===== src/rtl/core/trsd_pkg.sv =====
// Shared types and constants for the TGA true-color stream decoder.
// Used by trsd_parser and tga_rgb_stream_decoder_top; depends on nothing else.
package trsd_pkg;

   // Parser phase, one value per stretch of the file.
   typedef enum logic [2:0] {
      PH_HEADER,
      PH_HEADER_BADBPP,
      PH_ID,
      PH_PIXELS,
      PH_DONE
   } phase_type;

   localparam logic [1:0] KIND_HEADER = 2'd0;
   localparam logic [1:0] KIND_PIXEL  = 2'd1;
   localparam logic [1:0] KIND_ERROR  = 2'd2;

   localparam logic [2:0] ERR_NONE         = 3'd0;
   localparam logic [2:0] ERR_SHORT_HEADER = 3'd1;
   localparam logic [2:0] ERR_COLOR_MAPPED = 3'd2;
   localparam logic [2:0] ERR_NOT_RGB      = 3'd3;
   localparam logic [2:0] ERR_BAD_DEPTH    = 3'd4;
   localparam logic [2:0] ERR_SHORT_DATA   = 3'd5;

   // Byte offsets within the 18-byte header.
   localparam logic [4:0] HDR_ID_LENGTH = 5'd0;
   localparam logic [4:0] HDR_MAP_TYPE  = 5'd1;
   localparam logic [4:0] HDR_DATA_TYPE = 5'd2;
   localparam logic [4:0] HDR_WIDTH_LO  = 5'd12;
   localparam logic [4:0] HDR_WIDTH_HI  = 5'd13;
   localparam logic [4:0] HDR_HEIGHT_LO = 5'd14;
   localparam logic [4:0] HDR_HEIGHT_HI = 5'd15;
   localparam logic [4:0] HDR_DEPTH     = 5'd16;
   localparam logic [4:0] HDR_LAST      = 5'd17;

   localparam logic [7:0] MAP_TRUE_COLOR    = 8'd0;
   localparam logic [7:0] TYPE_UNCOMP_RGB   = 8'd2;
   localparam logic [7:0] DEPTH_24          = 8'd24;
   localparam logic [7:0] DEPTH_32          = 8'd32;
   localparam logic [7:0] OPAQUE_ALPHA      = 8'hFF;

   typedef struct packed {
      logic [1:0]  result_kind;
      logic [2:0]  error_code;
      logic        has_alpha;
      logic [15:0] image_width;
      logic [15:0] image_height;
      logic [31:0] pixel_value;
      logic [31:0] dest_index;
      logic        last_item;
   } result_type;

endpackage


===== src/rtl/core/tga_rgb_stream_decoder_top.sv =====
// Top level of the TGA true-color stream decoder: input register, parser, result register.
// Depends on trsd_pkg and trsd_parser.

// The decoder takes one file byte per item and accepts an item in every cycle while the
// result side keeps up. Each accepted byte is held in the input register, and the result it
// yields, if any, goes into the result register when the byte leaves the input register
// and is presented from there until taken. The header check, the (height-1)*width
// row-base multiply and the per-pixel index add all sit between those two registers. A
// result waiting behind a stall holds the byte in the input register and, only then,
// stalls the input side.
module tga_rgb_stream_decoder_top (
   input  logic        clock,
   input  logic        reset,
   input  logic        req_valid,
   output logic        req_stall,
   input  logic [7:0]  req_data_byte,
   input  logic        req_start_of_file,
   input  logic        req_end_of_data,
   output logic        rsp_valid,
   input  logic        rsp_stall,
   output logic [1:0]  rsp_result_kind,
   output logic [2:0]  rsp_error_code,
   output logic        rsp_has_alpha,
   output logic [15:0] rsp_image_width,
   output logic [15:0] rsp_image_height,
   output logic [31:0] rsp_pixel_value,
   output logic [31:0] rsp_dest_index,
   output logic        rsp_last_item
);
   import trsd_pkg::*;

   logic       in_valid_ff, in_valid_in;
   logic [7:0] in_byte_ff;
   logic       in_sof_ff;
   logic       in_eod_ff;
   logic       out_valid_ff, out_valid_in;
   result_type out_ff;
   logic       out_free;
   logic       advance;
   logic       accept;
   logic       res_valid;
   result_type res;

   assign out_free  = !out_valid_ff || !rsp_stall;
   assign advance   = in_valid_ff && out_free;
   assign req_stall = in_valid_ff && !out_free;
   assign accept    = req_valid && !req_stall;

   always_comb begin
      if (accept) begin
         in_valid_in = 1'b1;
      end else if (advance) begin
         in_valid_in = 1'b0;
      end else begin
         in_valid_in = in_valid_ff;
      end
   end

   assign out_valid_in = out_free ? (advance && res_valid) : out_valid_ff;

   trsd_parser u_parser (
      .clock         (clock),
      .reset         (reset),
      .step          (advance),
      .data_byte     (in_byte_ff),
      .start_of_file (in_sof_ff),
      .end_of_data   (in_eod_ff),
      .res_valid     (res_valid),
      .res           (res)
   );

   always_ff @(posedge clock) begin
      if (reset) begin
         in_valid_ff  <= 1'b0;
         out_valid_ff <= 1'b0;
      end else begin
         in_valid_ff  <= in_valid_in;
         out_valid_ff <= out_valid_in;
      end
   end

   always_ff @(posedge clock) begin
      if (accept) begin
         in_byte_ff <= req_data_byte;
         in_sof_ff  <= req_start_of_file;
         in_eod_ff  <= req_end_of_data;
      end
      if (advance && res_valid) begin
         out_ff <= res;
      end
   end

   assign rsp_valid        = out_valid_ff;
   assign rsp_result_kind  = out_ff.result_kind;
   assign rsp_error_code   = out_ff.error_code;
   assign rsp_has_alpha    = out_ff.has_alpha;
   assign rsp_image_width  = out_ff.image_width;
   assign rsp_image_height = out_ff.image_height;
   assign rsp_pixel_value  = out_ff.pixel_value;
   assign rsp_dest_index   = out_ff.dest_index;
   assign rsp_last_item    = out_ff.last_item;

   // The input side is held back only by a result that is waiting to be taken.
   a_stall_cause: assert property (@(posedge clock) disable iff (reset)
      req_stall |-> (rsp_valid && rsp_stall))
      else $error("input stalled without a blocked result");

   // Every error ends the file and carries a nonzero code.
   a_error_last: assert property (@(posedge clock) disable iff (reset)
      (rsp_valid && (rsp_result_kind == KIND_ERROR))
         |-> (rsp_last_item && (rsp_error_code != ERR_NONE)))
      else $error("error result without code or last flag");

   // Pixels only come from a nonempty image and carry no error code.
   a_pixel_sane: assert property (@(posedge clock) disable iff (reset)
      (rsp_valid && (rsp_result_kind == KIND_PIXEL))
         |-> ((rsp_error_code == ERR_NONE) && (rsp_image_width != 16'd0)
              && (rsp_image_height != 16'd0)))
      else $error("pixel result from an empty or failed header");

   // A header that does not close the file announces a nonempty image.
   a_header_open: assert property (@(posedge clock) disable iff (reset)
      (rsp_valid && (rsp_result_kind == KIND_HEADER) && !rsp_last_item)
         |-> ((rsp_image_width != 16'd0) && (rsp_image_height != 16'd0)))
      else $error("open header result for an empty image");

endmodule


===== src/rtl/core/trsd_parser.sv =====
// Header parser, pixel assembler and flipped-index counters of the TGA decoder.
// Depends on trsd_pkg; instantiated by tga_rgb_stream_decoder_top.
module trsd_parser (
   input  logic                clock,
   input  logic                reset,
   input  logic                step,
   input  logic [7:0]          data_byte,
   input  logic                start_of_file,
   input  logic                end_of_data,
   output logic                res_valid,
   output trsd_pkg::result_type res
);
   import trsd_pkg::*;

   phase_type   phase_ff, phase_in, cur_phase;
   logic [4:0]  hcount_ff, hcount_in, cur_hcount;
   logic [7:0]  id_length_ff, id_length_in, cur_id_length;
   logic [7:0]  id_remaining_ff, id_remaining_in, cur_id_remaining;
   logic [1:0]  map_ok_ff, map_ok_in, cur_map_ok;
   logic [15:0] width_ff, width_in, cur_width;
   logic [15:0] height_ff, height_in, cur_height;
   logic        alpha_ff, alpha_in, cur_alpha;
   logic [23:0] pix_bytes_ff, pix_bytes_in, cur_pix_bytes;
   logic [1:0]  bip_ff, bip_in, cur_bip;
   logic [15:0] col_ff, col_in, cur_col;
   logic [31:0] row_base_ff, row_base_in, cur_row_base;
   logic [15:0] rows_left_ff, rows_left_in, cur_rows_left;

   logic        restart;
   logic [2:0]  hdr_err;
   logic        empty_image;
   logic [15:0] height_m1;
   logic [31:0] row_base_init;
   logic [2:0]  need;
   logic        pix_complete;
   logic [16:0] col_next;
   logic        row_end;
   logic [15:0] rows_left_dec;
   logic [7:0]  id_remaining_dec;
   logic [31:0] pixel_word;
   logic [31:0] dest_word;
   logic [23:0] pix_merged;

   // A start flag clears the parser before its own byte is handled.
   assign restart          = step && start_of_file;
   assign cur_phase        = restart ? PH_HEADER : phase_ff;
   assign cur_hcount       = restart ? 5'd0  : hcount_ff;
   assign cur_id_length    = restart ? 8'd0  : id_length_ff;
   assign cur_id_remaining = restart ? 8'd0  : id_remaining_ff;
   assign cur_map_ok       = restart ? 2'd0  : map_ok_ff;
   assign cur_width        = restart ? 16'd0 : width_ff;
   assign cur_height       = restart ? 16'd0 : height_ff;
   assign cur_alpha        = restart ? 1'b0  : alpha_ff;
   assign cur_pix_bytes    = restart ? 24'd0 : pix_bytes_ff;
   assign cur_bip          = restart ? 2'd0  : bip_ff;
   assign cur_col          = restart ? 16'd0 : col_ff;
   assign cur_row_base     = restart ? 32'd0 : row_base_ff;
   assign cur_rows_left    = restart ? 16'd0 : rows_left_ff;

   // Header checks, applied when the last header byte arrives.
   always_comb begin
      if (!cur_map_ok[0]) begin
         hdr_err = ERR_COLOR_MAPPED;
      end else if (!cur_map_ok[1]) begin
         hdr_err = ERR_NOT_RGB;
      end else if (cur_phase == PH_HEADER_BADBPP) begin
         hdr_err = ERR_BAD_DEPTH;
      end else begin
         hdr_err = ERR_NONE;
      end
   end

   assign empty_image   = (cur_width == 16'd0) || (cur_height == 16'd0);
   assign height_m1     = cur_height - 16'd1;
   assign row_base_init = {16'd0, height_m1} * {16'd0, cur_width};

   assign need             = cur_alpha ? 3'd4 : 3'd3;
   assign pix_complete     = ({1'b0, cur_bip} + 3'd1) >= need;
   assign col_next         = {1'b0, cur_col} + 17'd1;
   assign row_end          = col_next >= {1'b0, cur_width};
   assign rows_left_dec    = cur_rows_left - 16'd1;
   assign id_remaining_dec = cur_id_remaining - 8'd1;
   assign dest_word        = cur_row_base + {16'd0, cur_col};

   always_comb begin
      if (cur_alpha) begin
         pixel_word = {data_byte, cur_pix_bytes};
      end else begin
         pixel_word = {OPAQUE_ALPHA, data_byte, cur_pix_bytes[15:0]};
      end
   end

   always_comb begin
      pix_merged = cur_pix_bytes;
      case (cur_bip)
         2'd0: begin
            pix_merged[7:0] = data_byte;
         end
         2'd1: begin
            pix_merged[15:8] = data_byte;
         end
         2'd2: begin
            pix_merged[23:16] = data_byte;
         end
         default: begin
            pix_merged = cur_pix_bytes;
         end
      endcase
   end

   // Next-state logic.
   always_comb begin
      phase_in        = cur_phase;
      hcount_in       = cur_hcount;
      id_length_in    = cur_id_length;
      id_remaining_in = cur_id_remaining;
      map_ok_in       = cur_map_ok;
      width_in        = cur_width;
      height_in       = cur_height;
      alpha_in        = cur_alpha;
      pix_bytes_in    = cur_pix_bytes;
      bip_in          = cur_bip;
      col_in          = cur_col;
      row_base_in     = cur_row_base;
      rows_left_in    = cur_rows_left;
      if (step && (cur_phase != PH_DONE)) begin
         if (end_of_data) begin
            phase_in = PH_DONE;
         end else begin
            case (cur_phase)
               PH_HEADER, PH_HEADER_BADBPP: begin
                  hcount_in = cur_hcount + 5'd1;
                  case (cur_hcount)
                     HDR_ID_LENGTH: id_length_in = data_byte;
                     HDR_MAP_TYPE: begin
                        if (data_byte == MAP_TRUE_COLOR) map_ok_in[0] = 1'b1;
                     end
                     HDR_DATA_TYPE: begin
                        if (data_byte == TYPE_UNCOMP_RGB) map_ok_in[1] = 1'b1;
                     end
                     HDR_WIDTH_LO:  width_in[7:0]   = data_byte;
                     HDR_WIDTH_HI:  width_in[15:8]  = data_byte;
                     HDR_HEIGHT_LO: height_in[7:0]  = data_byte;
                     HDR_HEIGHT_HI: height_in[15:8] = data_byte;
                     HDR_DEPTH: begin
                        alpha_in = (data_byte == DEPTH_32);
                        if ((data_byte != DEPTH_24) && (data_byte != DEPTH_32)) begin
                           phase_in = PH_HEADER_BADBPP;
                        end
                     end
                     HDR_LAST: begin
                        if ((hdr_err != ERR_NONE) || empty_image) begin
                           phase_in = PH_DONE;
                        end else begin
                           rows_left_in    = cur_height;
                           row_base_in     = row_base_init;
                           col_in          = 16'd0;
                           bip_in          = 2'd0;
                           pix_bytes_in    = 24'd0;
                           id_remaining_in = cur_id_length;
                           phase_in = (cur_id_length != 8'd0) ? PH_ID : PH_PIXELS;
                        end
                     end
                     default: begin
                        hcount_in = cur_hcount + 5'd1;
                     end
                  endcase
               end
               PH_ID: begin
                  id_remaining_in = id_remaining_dec;
                  if (id_remaining_dec == 8'd0) phase_in = PH_PIXELS;
               end
               PH_PIXELS: begin
                  if (!pix_complete) begin
                     pix_bytes_in = pix_merged;
                     bip_in       = cur_bip + 2'd1;
                  end else begin
                     pix_bytes_in = 24'd0;
                     bip_in       = 2'd0;
                     if (row_end) begin
                        col_in       = 16'd0;
                        rows_left_in = rows_left_dec;
                        row_base_in  = cur_row_base - {16'd0, cur_width};
                        if (rows_left_dec == 16'd0) phase_in = PH_DONE;
                     end else begin
                        col_in = col_next[15:0];
                     end
                  end
               end
               default: begin
                  phase_in = cur_phase;
               end
            endcase
         end
      end
   end

   // Result logic.
   always_comb begin
      res_valid = 1'b0;
      res       = '0;
      if (step && (cur_phase != PH_DONE)) begin
         if (end_of_data) begin
            res_valid       = 1'b1;
            res.result_kind = KIND_ERROR;
            res.error_code  = ((cur_phase == PH_HEADER) || (cur_phase == PH_HEADER_BADBPP))
                              ? ERR_SHORT_HEADER : ERR_SHORT_DATA;
            res.last_item   = 1'b1;
         end else if (((cur_phase == PH_HEADER) || (cur_phase == PH_HEADER_BADBPP))
                      && (cur_hcount == HDR_LAST)) begin
            res_valid = 1'b1;
            if (hdr_err != ERR_NONE) begin
               res.result_kind = KIND_ERROR;
               res.error_code  = hdr_err;
               res.last_item   = 1'b1;
            end else begin
               res.result_kind  = KIND_HEADER;
               res.has_alpha    = cur_alpha;
               res.image_width  = cur_width;
               res.image_height = cur_height;
               res.last_item    = empty_image;
            end
         end else if ((cur_phase == PH_PIXELS) && pix_complete) begin
            res_valid        = 1'b1;
            res.result_kind  = KIND_PIXEL;
            res.has_alpha    = cur_alpha;
            res.image_width  = cur_width;
            res.image_height = cur_height;
            res.pixel_value  = pixel_word;
            res.dest_index   = dest_word;
            res.last_item    = row_end && (rows_left_dec == 16'd0);
         end
      end
   end

   always_ff @(posedge clock) begin
      if (reset) begin
         phase_ff        <= PH_HEADER;
         hcount_ff       <= 5'd0;
         id_length_ff    <= 8'd0;
         id_remaining_ff <= 8'd0;
         map_ok_ff       <= 2'd0;
         width_ff        <= 16'd0;
         height_ff       <= 16'd0;
         alpha_ff        <= 1'b0;
         pix_bytes_ff    <= 24'd0;
         bip_ff          <= 2'd0;
         col_ff          <= 16'd0;
         row_base_ff     <= 32'd0;
         rows_left_ff    <= 16'd0;
      end else begin
         phase_ff        <= phase_in;
         hcount_ff       <= hcount_in;
         id_length_ff    <= id_length_in;
         id_remaining_ff <= id_remaining_in;
         map_ok_ff       <= map_ok_in;
         width_ff        <= width_in;
         height_ff       <= height_in;
         alpha_ff        <= alpha_in;
         pix_bytes_ff    <= pix_bytes_in;
         bip_ff          <= bip_in;
         col_ff          <= col_in;
         row_base_ff     <= row_base_in;
         rows_left_ff    <= rows_left_in;
      end
   end

endmodule


===== config.mk =====
export PLATFORM = sky130hd
export DESIGN_NAME = tga_rgb_stream_decoder_top
export DESIGN_NICKNAME = d
export VERILOG_FILES = /design/src/rtl/core/trsd_pkg.sv /design/src/rtl/core/tga_rgb_stream_decoder_top.sv /design/src/rtl/core/trsd_parser.sv
export SDC_FILE = /design/constraint.sdc
export NUM_CORES = 1
export LEC_CHECK = 0
export ABC_AREA = 0
export BUFFER_PORTS_ARGS = -buffer_cell sky130_fd_sc_hd__buf_4
export CORE_UTILIZATION = 45
export DETAILED_ROUTE_END_ITERATION = 8
export SYNTH_ARGS = -nofsm -noshare
export SYNTH_HDL_FRONTEND = slang
export SYNTH_HIERARCHICAL = 1
export SYNTH_SLANG_ARGS = --single-unit

===== constraint.sdc =====
create_clock -name clock -period 21.3 [get_ports clock]
set_clock_uncertainty 0.1 [all_clocks]
set_input_delay 4.26 -clock clock [delete_from_list [all_inputs] [get_ports clock]]
set_output_delay 4.26 -clock clock [all_outputs]
set_load 0.02 [all_outputs]

==> impl_metrics.toml, run 1 <==
[run_status]
status = "finished, final reports clean"

[detailed_routing]
drt-initial-drc-count = 2029
met3RoutedLength_microns = 6250
wl_microns = 82000
routed_via_density = 5.95
wl_per_cell_microns = 22.8
drtPass1Iterations = 9
highest_layer = "met5"
routedLengthMet1_microns = 36100
wl_met2_microns = 36900
ant_nets = 0
dr_total_vias = 21400
drc = 0

[place]
port_buffers = 118
dpl_worst_slack_ps = 9180
place_congestion = 0.962
dpl-instance-area_sq_um = 25400
dp_hpwl_microns = 61000
placedCellCount = 3537

[cts]
cts.htree.levels = 2
cts-root-buf = "clkbuf_16"
clockBufferDepth = 3
cts_setup_buffers = 0
cts_hold_buf = 0
clock_latency_ps = 570
cts_buffers = 34
clock-sinks = 264
tritoncts = "built"
postCtsResizedCells = 0
clk_pin_slew_ps = 60

[floorplanning]
floorplan.initialDensity_pct = 45.6
io-pin-count = 119
dieWidth_microns = 233
core-area_sq_um = 52700
dieArea_sq_um = 54300
row_count = 84
die-height_microns = 233

[synthesis]
ys_seq_area_share_pct = 26.7
syn_area_per_cell_sq_um = 8.35
synth_ff_type = "dfxtp_1"
synth_area_sq_um = 24000
ys.warnings.count = 6
synth_top_area_cell = "fa_1"
ys_ff_latch = 264
ys_types = 83
syn_inst = 2877
synth.top_cells.by_area = "fa_1, edfxtp_1, dfxtp_1"
synth_edf_count = 113
yosysTopAreaCellShare_pct = 16.3
syn-num-nets = 3256
async_reset_ff_share_pct = 0

[pwr]
p_leak_nw = 11.4
finalPower_mw = 1.18
ir_drop_mv = 0.0354
cellPowerDensity_nw_per_um2 = 44.6

[final_layout]
fill_cells = 4992
design_area_sq_um = 26500
finalNonFillerCells = 3599
drive_gt1_share_pct = 8.18
fin_util_pct = 50.4
nNetsFinal = 3264
syn2layout_area_growth_pct = 10.4
diodes = 0

[setup_path]
critical_path_class = "in -> reg"
critPathCaptureType = "register"
crit_fanout = 54
r2r_end = "u_parser/row_base_ff[27]"
r2r_start = "u_parser/height_ff[0]"
required_ps = 21650
reg2reg_depth = 27
arrival_ps = 11940
startpoint_type = "primary input"
crit_start = "rsp_stall"
r2r_slack_ps = 11950
critPathCapture = "u_parser/row_base_ff[27]"

[global_routing]
grt_pass1_vias = 20600
grt_antenna_before_repair = 2
grt_max_degree = 103
grt_pass1_wl_microns = 125000
grtUsageTotal_pct = 30.2
overflow = 0

[sta]
setup_violations = 0
min_period_over_period_pct = 54.4
slew_violations = 0
setup_tns_ps = 0
hold_ws_ps = 380
hold_violations = 0
post-route-min-period_ps = 11590
timing.fmax_mhz = 86.3
rsz0062_at_grt = "no"
worstMarginPinSlew_ps = 1210
fin_ws_ps = 9710
slew_headroom_pct = 19.4

[worst_hold_path]
hold_class = "reg -> reg"

[run]
drv_cap = 0
[layout by cell type (no fill, tap or decap), types with 6 or more instances in the layout]
master / instances
edfxtp_1: 113
fa_1: 196
buf_4: 155
inv_1: 274
o21ai_0: 84
dfxtp_1: 151
clkbuf_16: 35
nor4_1: 16
and3_1: 32
o211ai_1: 11
xnor2_1: 64
a211oi_1: 15
a211o_1: 7
nor2b_1: 8
or2_2: 7
o41ai_1: 6
a32oi_1: 26
and2_1: 63
a32o_1: 16
a21oi_1: 186
o31ai_1: 7
nand4_1: 14
a31oi_1: 20
o21a_1: 29
nor3_1: 49
or3_1: 19
xor2_1: 45
nand2_1: 375
nor2_1: 353
ha_1: 169
a22oi_1: 41
mux2i_1: 12
nand3_1: 101
clkinv_1: 9
and4_1: 7
nand2b_1: 17
a21o_1: 28
o22ai_1: 19
[how the worst min path moves through the flow]
stage | start | to | slack [ps] | cells past startpoint
floorplan | u_parser/map_ok_ff[1] | u_parser/map_ok_ff[1] | 340 | 2
CTS | u_parser/map_ok_ff[0] | u_parser/map_ok_ff[0] | 380 | 2
global placement | u_parser/map_ok_ff[1] | u_parser/map_ok_ff[1] | 360 | 2
detailed placement | u_parser/map_ok_ff[1] | u_parser/map_ok_ff[1] | 360 | 2
global route | u_parser/map_ok_ff[1] | u_parser/map_ok_ff[1] | 400 | 2
finish | u_parser/map_ok_ff[0] | u_parser/map_ok_ff[0] | 380 | 2
[kinds of logic (layout without fill, tap and decap cells)]
group / Yosys count / in the layout / synth area share, %
fa+ha+maj: 365 / 365 / 25.1
compound gates: 568 / 568 / 15.6
mux: 12 / 12 / 0.500
xor+xnor: 109 / 109 / 3.97
simple gates: 1098 / 1098 / 20.6
flops: 264 / 264 / 26.7
buf+inv: 461 / 495 / 7.52
[cells in the mapped netlist, types with 8 or more instances]
| cell type | instances |
|---|---|
| a211oi_1 | 15 |
| a21o_1 | 28 |
| a21oi_1 | 189 |
| a22oi_1 | 41 |
| a31oi_1 | 20 |
| a32o_1 | 16 |
| a32oi_1 | 26 |
| and2_1 | 63 |
| and3_1 | 32 |
| buf_1 | 17 |
| buf_6 | 8 |
| clkbuf_1 | 149 |
| dfxtp_1 | 151 |
| edfxtp_1 | 113 |
| fa_1 | 196 |
| ha_1 | 169 |
| inv_1 | 274 |
| mux2i_1 | 12 |
| nand2_1 | 376 |
| nand2b_1 | 17 |
| nand3_1 | 101 |
| nand4_1 | 14 |
| nor2_1 | 354 |
| nor2b_1 | 8 |
| nor3_1 | 51 |
| nor4_1 | 16 |
| o211ai_1 | 11 |
| o21a_1 | 29 |
| o21ai_0 | 85 |
| o22ai_1 | 19 |
| or3_1 | 19 |
| xnor2_1 | 64 |
| xor2_1 | 45 |
[power by group]
part | total [mW] | switching (mW) | internal [mW] | leakage (nW)
combinational | 0.0472 | 0.0353 | 0.0119 | 8.74
sequential | 0.536 | 0.00596 | 0.530 | 2.05
clock | 0.601 | 0.245 | 0.356 | 0.563
[metal layers]
layer  vias up  global-route usage (%)
met4         2                    10.4
li1       9789                       -
met5         -                       0
met1     10500                    42.3
met2       971                    47.8
met3       148                    4.11
[worst max-delay path, cell delays in order]
cell and delay (ps):
buf_4 110, nand2_1 60, and2_1 300, nand2_4 450
and2_1 520, clkinv_1 650, nor2_1 340, fa_1 460
fa_1 570, fa_1 470, fa_1 520, fa_1 440
ha_1 310, ha_1 420, and4_1 260, nand3_1 110
o32ai_1 360, nor2_1 110, o211a_1 270, or3_1 390
xnor2_1 150, a311o_1 360
[registers in the layout, indices dropped and copies added, names as in the netlist, 8 cells and up]
signal and flops:
rsp_pixel_value 32, u_parser/rows_left_ff 16, in_byte_ff 8, rsp_image_width 16, rsp_image_height 16, u_parser/col_ff 16, u_parser/width_ff 16, u_parser/pix_bytes_ff 24
u_parser/id_remaining_ff 8, u_parser/row_base_ff 32, rsp_dest_index 32, u_parser/id_length_ff 8, u_parser/height_ff 16
[area by class of cell]
cell class / instances / area, sq um / share of cell area (%)
multi-input cells: 2152 / 15900 / 59.9
well taps: 688 / 861 / 3.24
repair buffers: 155 / 1160 / 4.39
clock buffers: 44 / 950 / 3.58
inverters: 278 / 1040 / 3.93
flip-flops and latches: 264 / 6420 / 24.2
clock inverters: 18 / 213 / 0.802
(Power assumes the default switching activity.)
==> run 2: changes to the inputs <==
==> constraint.sdc (replaced) <==
create_clock -name clock -period 12 [get_ports clock]
set_clock_uncertainty 0.1 [all_clocks]
set_input_delay 2.4 -clock clock [delete_from_list [all_inputs] [get_ports clock]]
set_output_delay 2.4 -clock clock [all_outputs]
set_load 0.02 [all_outputs]
==> run 2 against run 1 <==
- highest routed layer is now met4
- critical path type unchanged
- setup slack worse by 7700 ps
- routed wire length rose by 1.5%
- utilization barely moved
- largest cell class unchanged
- non-clock buffer count is 3 lower
- clock power is 85% higher
==> impl_metrics.toml, run 2 (synthesis results as in run 1) <==
[run_status]
status = "finished, final reports clean"

[setup_path]
required_ps = 12380
crit_fanout = 77
critPathCaptureType = "register"
critPathSlowestCell = "and2_0"
arrival_ps = 10390
critical_path_class = "in -> reg"
startpoint_type = "primary input"
cpPeakStageDelay_ps = 890
cp_num_buf_inv = 6
cp_top_family = "adder cells"

[detailed_routing]
ant_nets = 0
drc = 0
wl_microns = 83200
dr_total_vias = 21400
routed_via_density = 5.95
drtPass1Iterations = 6
wl_per_cell_microns = 23.1
drt-initial-drc-count = 2374

[final_layout]
fill_cells = 5105
finalNonFillerCells = 3597
drive_gt1_share_pct = 8.12
nNetsFinal = 3261
fin_util_pct = 50.4
syn2layout_area_growth_pct = 10.4
final_cell_mix = "nand2_1, nor2_1, inv_1"
layout_commonest_cell = "nand2_1"

[run]
drv_cap = 0

[cts]
cts_buffers = 34
clockBufferDepth = 3
cts-root-buf = "clkbuf_16"
tritoncts = "built"
clock_latency_ps = 570
clk_pin_slew_ps = 60
postCtsResizedCells = 0
cts_hold_buf = 0
cts_setup_buffers = 0
clock-sinks = 264
cts.htree.levels = 2

[global_routing]
grt_max_degree = 90
grt_pass1_vias = 20700
grtUsageTotal_pct = 30.5
grt_pass1_wl_microns = 125000
grt_antenna_before_repair = 0
overflow = 0

[sta]
post-route-min-period_ps = 10010
slew_headroom_pct = 22.0
hold_ws_ps = 386
worstMarginPinSlew_ps = 1150
min_period_over_period_pct = 83.4
timing.fmax_mhz = 99.9
rsz0062_at_grt = "no"
slew_violations = 0
setup_tns_ps = 0
hold_violations = 0
setup_violations = 0

[place]
placedCellCount = 3534
dp_hpwl_microns = 61600
place_congestion = 0.954
port_buffers = 118

[floorplanning]
io-pin-count = 119
floorplan.initialDensity_pct = 45.6
dieWidth_microns = 233
row_count = 84
dieArea_sq_um = 54300
core-area_sq_um = 52700
die-height_microns = 233

[pwr]
ir_drop_mv = 0.100
finalPower_mw = 2.14
cellPowerDensity_nw_per_um2 = 80.7
p_leak_nw = 11.3

[worst_hold_path]
hold_class = "reg -> reg"
-- run 2: cell types whose count changed in the layout (fill, tap and decap cells not counted), sizes merged --
cell / change
buf: -3
clkbuf: -3
bufinv: +2
diode: +1
inv: +1
-- run 2: through the flow --
step | area [sq um] | setup WS (ps)
2_1_floorplan | 24000 | 590
3_3_place_gp | 25400 | 1590
3_5_place_dp | 25400 | 1520
4_1_cts | 26500 | 2060
5_1_grt | 26500 | 1600
6_report | 26500 | 1990
-- run 2: final cells by class --
type                       instances  area, sq um  area share [%]
timing repair buffer             152         1150            4.35
antenna                            1         2.50         0.00943
sequential                       264         6420            24.2
tap                              688          861            3.24
clock inverter                    21          267            1.00
inverter                         278         1040            3.93
multi-input combinational       2152        15900            59.9
clock buffer                      41          908            3.42
-- run 2: final timing paths --
| path | from | end | slack (ps) | depth (start not counted) |
|---|---|---|---|---|
| worst min register to register | u_parser/id_length_ff[0] | u_parser/id_length_ff[0] | 390 | 2 |
| worst max register to register | u_parser/height_ff[0] | u_parser/row_base_ff[29] | 2550 | 28 |
| worst max-delay path | rsp_stall | u_parser/row_base_ff[29] | 1990 | 27 |
| worst min-delay path | u_parser/id_length_ff[0] | u_parser/id_length_ff[0] | 390 | 2 |
-- run 2: report_power, final --
group	internal, mW	switching (mW)	leakage, nW	total (mW)
Combinational	0.0214	0.0660	8.73	0.0874
Sequential	0.941	0.00911	2.05	0.950
Clock	0.656	0.449	0.570	1.11
-- run 2: routing by layer --
metal	GRT usage [%]	vias up	routed length [microns]
met5	0	-	0
met4	12.0	0	3260
met3	5.76	179	7170
met2	47.8	961	37400
met1	41.4	10500	35400
li1	-	9790	-
-- run 2: worst register-to-register path: cells and delay by family (launching register included) --
kind / cells / cell delay, ps
simple gates: 11 / 3390
buf+inv: 4 / 400
fa+ha+maj: 7 / 3340
xor+xnor: 2 / 600
compound gates: 4 / 1270
flops: 1 / 300
